[src/rtl/lbpc_pkg.sv]
`timescale 1ns / 1ps
// ----------------------------------------------------------------------------
// lbpc_pkg
// shared types and constants for the lzw byte pair compressor
// ----------------------------------------------------------------------------
package lbpc_pkg;

   localparam int HASH_SLOTS_DEF = 131072;

   localparam logic [31:0] HASH_MULT   = 32'h9E3779B1;
   localparam int          HASH_SHIFT  = 7;
   localparam logic [7:0]  LITERAL_TAG = 8'h01;
   localparam logic [7:0]  LOW_START   = 8'h01;
   localparam logic [7:0]  HIGH_START  = 8'h02;
   localparam logic [7:0]  HIGH_LAST   = 8'hFF;

   typedef enum logic [3:0] {
      ST_CLEAR,
      ST_IDLE,
      ST_HASH,
      ST_READ,
      ST_CMP,
      ST_EMIT,
      ST_INSERT,
      ST_INSWRITE,
      ST_FINAL
   } state_type;

   typedef struct packed {
      logic accept;
      logic hash;
      logic probe_step;
      logic take_hit;
      logic push_code;
      logic push_final;
      logic ins_write;
      logic ins_at_hash;
      logic ins_wrap;
      logic clear_step;
   } cmd_type;

   typedef struct packed {
      logic in_valid;
      logic present;
      logic eos;
      logic eos_in_now;
      logic rd_valid;
      logic rd_match;
      logic out_free;
      logic wrap;
      logic clr_done;
   } status_type;

endpackage

[src/rtl/lbpc_ctrl.sv]
`timescale 1ns / 1ps
// ----------------------------------------------------------------------------
// lbpc_ctrl
// sequencer for lookup, emit, insert and dictionary clearing
// ----------------------------------------------------------------------------
module lbpc_ctrl
   import lbpc_pkg::*;
(
   input  logic       clock,
   input  logic       reset,
   input  status_type stat,
   output cmd_type    cmd,
   output logic       in_ready
);

   state_type state_ff, state_in;
   logic      ret_ins_ff, ret_ins_in;

   always_ff @(posedge clock) begin
      if (reset) begin
         state_ff   <= ST_CLEAR;
         ret_ins_ff <= 1'b0;
      end else begin
         state_ff   <= state_in;
         ret_ins_ff <= ret_ins_in;
      end
   end

   always_comb begin
      state_in   = state_ff;
      ret_ins_in = ret_ins_ff;
      cmd        = '0;
      in_ready   = 1'b0;
      unique case (state_ff)
         ST_CLEAR: begin
            cmd.clear_step = 1'b1;
            if (stat.clr_done) begin
               state_in = ret_ins_ff ? ST_INSWRITE : ST_IDLE;
            end
         end
         ST_IDLE: begin
            in_ready = 1'b1;
            if (stat.in_valid) begin
               cmd.accept = 1'b1;
               if (stat.present) begin
                  state_in = ST_HASH;
               end else begin
                  state_in = ST_IDLE;
               end
               // a first byte with eos is routed to the flush below
            end
         end
         ST_HASH: begin
            cmd.hash = 1'b1;
            state_in = ST_READ;
         end
         ST_READ: begin
            state_in = ST_CMP;
         end
         ST_CMP: begin
            if (!stat.rd_valid) begin
               state_in = ST_EMIT;
            end else if (stat.rd_match) begin
               cmd.take_hit = 1'b1;
               state_in = stat.eos ? ST_FINAL : ST_IDLE;
            end else begin
               cmd.probe_step = 1'b1;
               state_in = ST_READ;
            end
         end
         ST_EMIT: begin
            if (stat.out_free) begin
               cmd.push_code = 1'b1;
               state_in = ST_INSERT;
            end
         end
         ST_INSERT: begin
            if (stat.wrap) begin
               cmd.ins_wrap = 1'b1;
               ret_ins_in = 1'b1;
               state_in = ST_CLEAR;
            end else begin
               cmd.ins_write = 1'b1;
               state_in = stat.eos ? ST_FINAL : ST_IDLE;
            end
         end
         ST_INSWRITE: begin
            cmd.ins_write   = 1'b1;
            cmd.ins_at_hash = 1'b1;
            state_in = stat.eos ? ST_FINAL : ST_IDLE;
         end
         ST_FINAL: begin
            if (stat.out_free) begin
               cmd.push_final = 1'b1;
               ret_ins_in = 1'b0;
               state_in = ST_CLEAR;
            end
         end
         default: begin
            state_in = ST_CLEAR;
         end
      endcase
      // a first byte that ends the stream goes straight to the flush
      if (state_ff == ST_IDLE && stat.in_valid && !stat.present && stat.eos_in_now) begin
         state_in = ST_FINAL;
      end
   end

endmodule

[config.mk]
export PLATFORM = sky130hd
export DESIGN_NAME = lbpc_ctrl
export DESIGN_NICKNAME = d
export VERILOG_FILES = /design/src/rtl/lbpc_pkg.sv /design/src/rtl/lbpc_ctrl.sv
export SDC_FILE = /design/constraint.sdc
export NUM_CORES = 1
export LEC_CHECK = 0
export BUFFER_PORTS_ARGS = -buffer_cell sky130_fd_sc_hd__buf_2
export CAP_MARGIN = 5
export CELL_PAD_IN_SITES_DETAIL_PLACEMENT = 1
export CELL_PAD_IN_SITES_GLOBAL_PLACEMENT = 1
export CORE_AREA = 3 3 44 46
export CTS_CLUSTER_DIAMETER = 40
export CTS_CLUSTER_SIZE = 28
export DETAILED_ROUTE_END_ITERATION = 8
export DIE_AREA = 0 0 47 49
export PLACE_DENSITY_LB_ADDON = 0.1
export SLEW_MARGIN = 20
export SYNTH_ARGS = -nofsm -noshare
export SYNTH_HDL_FRONTEND = slang
export SYNTH_SLANG_ARGS = --single-unit
[constraint.sdc]
create_clock -name clock -period 1.9 [get_ports clock]
set_input_delay 0.57 -clock clock [delete_from_list [all_inputs] [get_ports clock]]
set_output_delay 0.57 -clock clock [all_outputs]
set_load 0.02 [all_outputs]
==> impl_results.md, run 1 <==
* DR vias/cell at between 5 and 6
* Hold Path Depth at 2
* Vias in the first global route at just over 600
* Maximum vdd ir drop at 486.5 µV
* Leak Pwr at about 0.34 nW
* R2R setup slack at around 0.45 ns
* Achievable frequency at roughly 540 MHz
* Number of synthesized flops with an enable pin at 0
* Hold Startpoint: reset
* Remaining DRCs at 0
* # port buffers at 21
* TritonCTS clock tree: built
* Status: finished clean
* Clk_lat worst skew at around 0.25 ns
* Clock Skew at about 0.0093 ns
* Relative slew margins at between 60% and 70%
* Yosys warns at 0
* Final WL at roughly 1.7 mm
* RR Endpoint: state_ff[1]
* Share of cells above drive strength 1 at between 50% and 60%
* Worst R2R Start: state_ff[1]
* Clock Path Buffers at 2
* Slew Limit Fails at 0
* Worst hold slack at 0.5209 ns
* Largest area contributor in the netlist: dfxtp_1
* Worst Reg-to-Reg Cells at 5
* Critical Path Fanout Max at 8
* First-pass GRT wire length at roughly 3 mm
* Iteration-0 DRC Markers at 2
* Routed via count at 630
* Post-Synthesis Mean Instance Area at 7.742 µm²
* H-tree depth at 1
* FP Rows at 14
* Fin nets at 109
* PD cells at between 500 and 600 nW/µm²
* Post-synth ARST share at 0%
* Die Ht at 49 µm
* Root buf cell: clkbuf_4
* Synth cell types at 36
* Grt ovf at 0
* Syn Inst Count at 64
* First drt pass iteration count at 2
* Gr usage total at between 10% and 20%
* Placed cells at 106
* Post-Syn Nets at 75
* Ys flop type: dfxtp_1
* Antenna-violating nets left at 0
* Final setup violation count at 0
* WP data required at 1.33 ns
* CTS sink cnt at 5
* Detail Placement HPWL at around 1.3 mm
* IO Pins at 22
* Critical path data arrival time at roughly 1.3 ns
* Hold buffer count at cts at 0
* Post-layout min period at around 1.9 ns
* Antenna violations before repair at 0
* Worst setup EP type: output port
* Min-Delay Endpoint: state_ff[3]
* CTS buffer count at 3
* Setup crit start kind: register
* Crit Path Class: register to output port
* Drt wl/cell at roughly 15 µm
* Sequential fraction of the synthesis area at 20.20%
* RSZ-0062 raised after global routing: yes
* GPL Wtd Cong at 0.7458
* Synth top area share at 20.20%
* ANT cells at 0
* Hold Fails Final Rpt at 0
* Initial core utilization at 32.14%
* Clk slew on worst S/H paths at ~0.050 ns
* Hold Path Class: input port to register
* Total core area at 1541 µm²
* Die Footprint at about 2300 µm²
* Synth-to-Final Area Change at 55.56%
* Fillers at 202
* Cell Count, Final, Fillers Out at roughly 110
* Max_cap viols at 0
* Critical path's slowest cell: dfxtp_4
* Largest net degree at the start of global routing at 12
* Die width at about 47 µm
* Post-Synthesis Cell Area at 495.5 µm²
* Crit path largest cell delay at approximately 0.37 ns
* Ranking of synthesized cells by area: dfxtp_1 20%, nor2b_1 6.3%, a311oi_2 6.1%
* Worst-Margin Slew at 0.4612 ns
* Critical Path, Cell by Cell: nor4b_4 -> and2_4 -> buf_6
* Yosys reg bits at 5
* Period utilization at ~100%
## cell usage in the layout (no fill, tap or decap), types with 3 or more instances in the layout
cell type  synthesis  layout
nor2b_1            5       4
nand2_1            6       6
buf_4              2      12
dfxtp_4            0       3
nor4_1             4       3
clkbuf_4           0       3
nor3b_1            3       3
buf_2              1      19
nor2_1             5       4
## stage by stage
| step | setup WS [ns] | utilization (%) | TNS (ns) | power, W | cell area [µm²] |
|---|---|---|---|---|---|
| floorplan | 0.02326 | - | 0 | 0.0002096 | 495.5 |
| global placement | 0.09982 | 43.10 | 0 | 0.0002651 | 664.4 |
| detailed placement | 0.08852 | 43.10 | 0 | 0.0002684 | 664.4 |
| CTS | 0.0009867 | 46.43 | 0 | 0.0004121 | 715.7 |
| global route | -0.03462 | 50.00 | -0.04870 | 0.0004506 | 770.7 |
| finish | 0.03468 | 50.00 | 0 | 0.0004208 | 770.7 |
## Yosys cell counts, types with 2 or more instances
cell type / count
a311oi_2: 2
and2_1: 2
buf_4: 2
dfxtp_1: 5
inv_1: 2
nand2_1: 6
nand3_1: 2
nor2_1: 5
nor2b_1: 5
nor3_1: 2
nor3b_1: 3
nor4_1: 4
## per-layer routing
layer / up-vias / wire length, µm / global-route usage, %
met5: - / 0 / 0
met1: 306 / 740 / 22.59
met3: 0 / 99 / 7.011
met2: 18 / 907 / 28.05
li1: 306 / - / -
met4: 0 / 0 / 1.382
## layout make-up
type | count | area, µm² | share of cell area [%]
clock buffer | 4 | 26.28 | 3.409
tap | 16 | 20.02 | 2.597
inverter | 2 | 7.507 | 0.9740
timing repair buffer | 33 | 207.7 | 26.95
sequential | 5 | 112.6 | 14.61
multi-input combinational | 53 | 396.6 | 51.46
## power by group
part / switching (W) / leakage (nW) / internal [W]
Sequential: 0.0000124 / 0.0433 / 0.000111
Combinational: 0.0000845 / 0.282 / 0.0000829
Clock: 0.0000505 / 0.0150 / 0.0000798
Total: 0.000147 / 0.340 / 0.000273
## timing repair
action	4_1_cts	5_1_grt
pin swaps	1	4
setup buffers	0	3
resized for setup	8	10
endpoints found under the setup margin	8	7
## worst max-delay path by stage
| stage | slack [ns] | from | endpoint |
|---|---|---|---|
| final | 0.03 | state_ff[1] | cmd[9] |
| after global routing | -0.03 | state_ff[1] | cmd[9] |
| after CTS | 0.001 | state_ff[2] | cmd[9] |
| after detailed placement | 0.09 | stat[2] | cmd[4] |
| after global placement | 0.1 | stat[2] | cmd[4] |
| after floorplan | 0.02 | stat[2] | cmd[4] |
## kinds of logic (layout without fill, tap and decap cells)
logic type	Yosys count	count (layout)	share of synthesized area, %
AND/OR/NAND/NOR	40	40	49.75
AO/OA/AOI/OAI	11	11	19.45
buffers and inverters	6	39	6.311
flip-flops	5	5	20.20
multiplexers	2	2	4.293
## worst max-delay path, delay by kind of cell, from the launching register on
kind | cells | cell delay [ns]
and+or+nand+nor | 2 | 0.57
DFF | 1 | 0.37
buffers and inverters | 1 | 0.11
## flip-flops by register name, indices dropped and copies added (netlist names)
register,cells
ret_ins_ff,1
state_ff,4
Power figures use the tool's default switching activity.
==> run 2: changes to the inputs <==
Settings changed: CTS_CLUSTER_SIZE 28 to 20, SETUP_SLACK_MARGIN set to 0.4.
Clock period 1.9 ns to 2.1 ns, I/O delays scaled along.
==> run 2 against run 1 <==
Net effect:
- non-clock buffer count grew 8
- clock skew shrank 0.0018 ns
- final area grew 25%
- sequential power shrank 7%
- global-route usage grew 2.8 points
- clock power shrank 8%
- largest power group unchanged
- highest routed layer is now met4
==> impl_results.md, run 2 (synthesis gave the netlist of run 1 again) <==
* Status: finished clean
* Critical Path Fanout Max at 3 (-5)
* Setup TNS after final layout at 0 ns (unchanged)
* Top flop regs: state_ff: 4 flops, ret_ins_ff: 1 flops
* Synth-to-Final Area Change at 93.69%
* WP data required at 1.47 ns (+0.14 ns)
* DR WL met3 at 102 µm (+3.0%)
* Remaining DRCs at 0 (unchanged)
* DR vias/cell at 5.636 (+1.1%)
* H-tree depth at 1 (unchanged)
* PnR Total Power at 0.0004260 W (+1.2%)
* First-pass GRT wire length at 3.401 mm (+16%)
* RSZ-0062 raised after global routing: yes
* PD cells at 443.9 nW/µm² (-19%)
* Final WL at 2.224 mm (+27%)
* Maximum vdd ir drop at 265.3 µV (-45%)
* CTS buffer count at 3 (unchanged)
* FP Rows at 14 (unchanged)
* Met2 routed WL at 1.129 mm (+24%)
* Largest Register: state_ff
* TritonCTS clock tree: built
* Hold Fails Final Rpt at 0 (unchanged)
* Placed cells at 102 (-3.8%)
* Clk slew on worst S/H paths at 0.05 ns (about the same)
* Antenna-violating nets left at 0 (unchanged)
* Routed length on met1 at 892 µm (+21%)
* Most frequent cells in the layout: 21 x buf_4, 11 x buf_2, 8 x buf_6
* ANT cells at 0 (unchanged)
* Critical path data arrival time at 1.28 ns (-0.02 ns)
* Largest net degree at the start of global routing at 12 (unchanged)
* Iteration-0 DRC Markers at 6 (+4)
* Clock Path Buffers at 2 (unchanged)
* Cell Count, Final, Fillers Out at 121 (+7.1%)
* Period utilization at approximately nine tenths
* Max_cap viols at 0 (unchanged)
* Setup crit start kind: register
* Crit Path Class: register to output port
* Clk_lat worst skew at 0.25 ns (about the same)
* Most common cell after layout, fill and taps aside: buf_4
* Fin nets at 117 (+7.3%)
* Antenna violations before repair at 0 (unchanged)
* Total core area at 1541 µm² (unchanged)
* Post-layout min period at 1.908 ns
* First drt pass iteration count at 4 (+2)
* Worst setup EP type: output port
* Pre-CTS setup slack at 0.2479 ns (+0.1594 ns)
* Relative slew margins at 67.64% (-1.3 points)
* Hold Path Depth at 2 (unchanged)
* # port buffers at 21 (unchanged)
* PnR worst setup slack at 0.1916 ns (+0.1569 ns)
* Max reg flops at 4 (unchanged)
* Initial core utilization at 32.14% (unchanged)
* Gr usage total at 20.35% (+2.8 points)
* Uppermost layer routed: met4
* Die Footprint at 2303 µm² (unchanged)
* Share of cells above drive strength 1 at 62.86% (+11 points)
* Die Ht at 49 µm (unchanged)
* Drt wl/cell at 18.38 µm (+19%)
* CTS sink cnt at 5 (unchanged)
* Worst-Margin Slew at 0.4810 ns (+0.01975 ns)
* Grt ovf at 0 (unchanged)
* Design Area, Final at 959.7 µm² (+25%)
* Slew Limit Fails at 0 (unchanged)
* Final setup violation count at 0 (unchanged)
* Detail Placement HPWL at 1.219 mm (-8.9%)
* Routed via count at 682 (+8.3%)
* Hold Path Class: input port to register
* Vias in the first global route at 699 (+12%)
* Root buf cell: clkbuf_4
* DP Area at 676.9 µm² (+1.9%)
* Achievable frequency at about 520 MHz
* IO Pins at 22 (unchanged)
* Worst Reg-to-Reg Cells at 6 (+1)
* Leak Pwr at 0.3985 nW (+17%)
* GPL Wtd Cong at 0.7266 (-2.6%)
* Die width at 47 µm (unchanged)
* Clock Skew at 0.007561 ns (-0.001770 ns)
[run 2: critical path: stages (launching register included)]
cell	delay (ns)
dfxtp_2	0.32
buf_6	0.12
nor4b_4	0.28
and2_4	0.19
buf_6	0.11
[run 2: path summary, 6_finish.rpt]
check	slack, ns	end	start
worst max-delay path	0.19	cmd[9]	state_ff[2]
worst min-delay path	0.57	state_ff[3]	reset
worst max register to register	0.48	state_ff[1]	state_ff[2]
worst min register to register	0.65	ret_ins_ff	ret_ins_ff
[run 2: area by class of cell]
class,instances,area [µm²]
inverters,2,7.507
well taps,16,20.02
fillers,190,581.8
multi-input cells,53,470.5
clock buffers,4,26.28
flip-flops and latches,5,112.6
repair buffers,41,322.8
[run 2: per-stage QoR]
stage                     util, %  hold WS, ns
after floorplan                 -       0.5707
after global placement      43.91       0.6055
after detailed placement    43.91       0.6119
after CTS                   57.95       0.5673
after global routing        62.26       0.5739
final                       62.26       0.5734
[run 2: what timing repair did]
item / in CTS / in global routing
resized for setup: 29 / 10
hold buffers: 0 / 0
setup buffers: 11 / 4
hold endpoints to repair: 0 / 0
setup endpoints to repair: 11 / 11
pin swaps: 7 / 7
[run 2: metal layers]
layer	track usage (%)	vias to the layer above
li1	-	320
met1	26.37	325
met2	32.58	27
met3	3.690	10
met4	6.912	0
met5	0	-
[run 2: power by group]
part / switching [W] / internal [W]
combinational: 0.0000976 / 0.0000953
sequential: 0.0000133 / 0.000100
clock: 0.0000471 / 0.0000723
total: 0.000158 / 0.000268
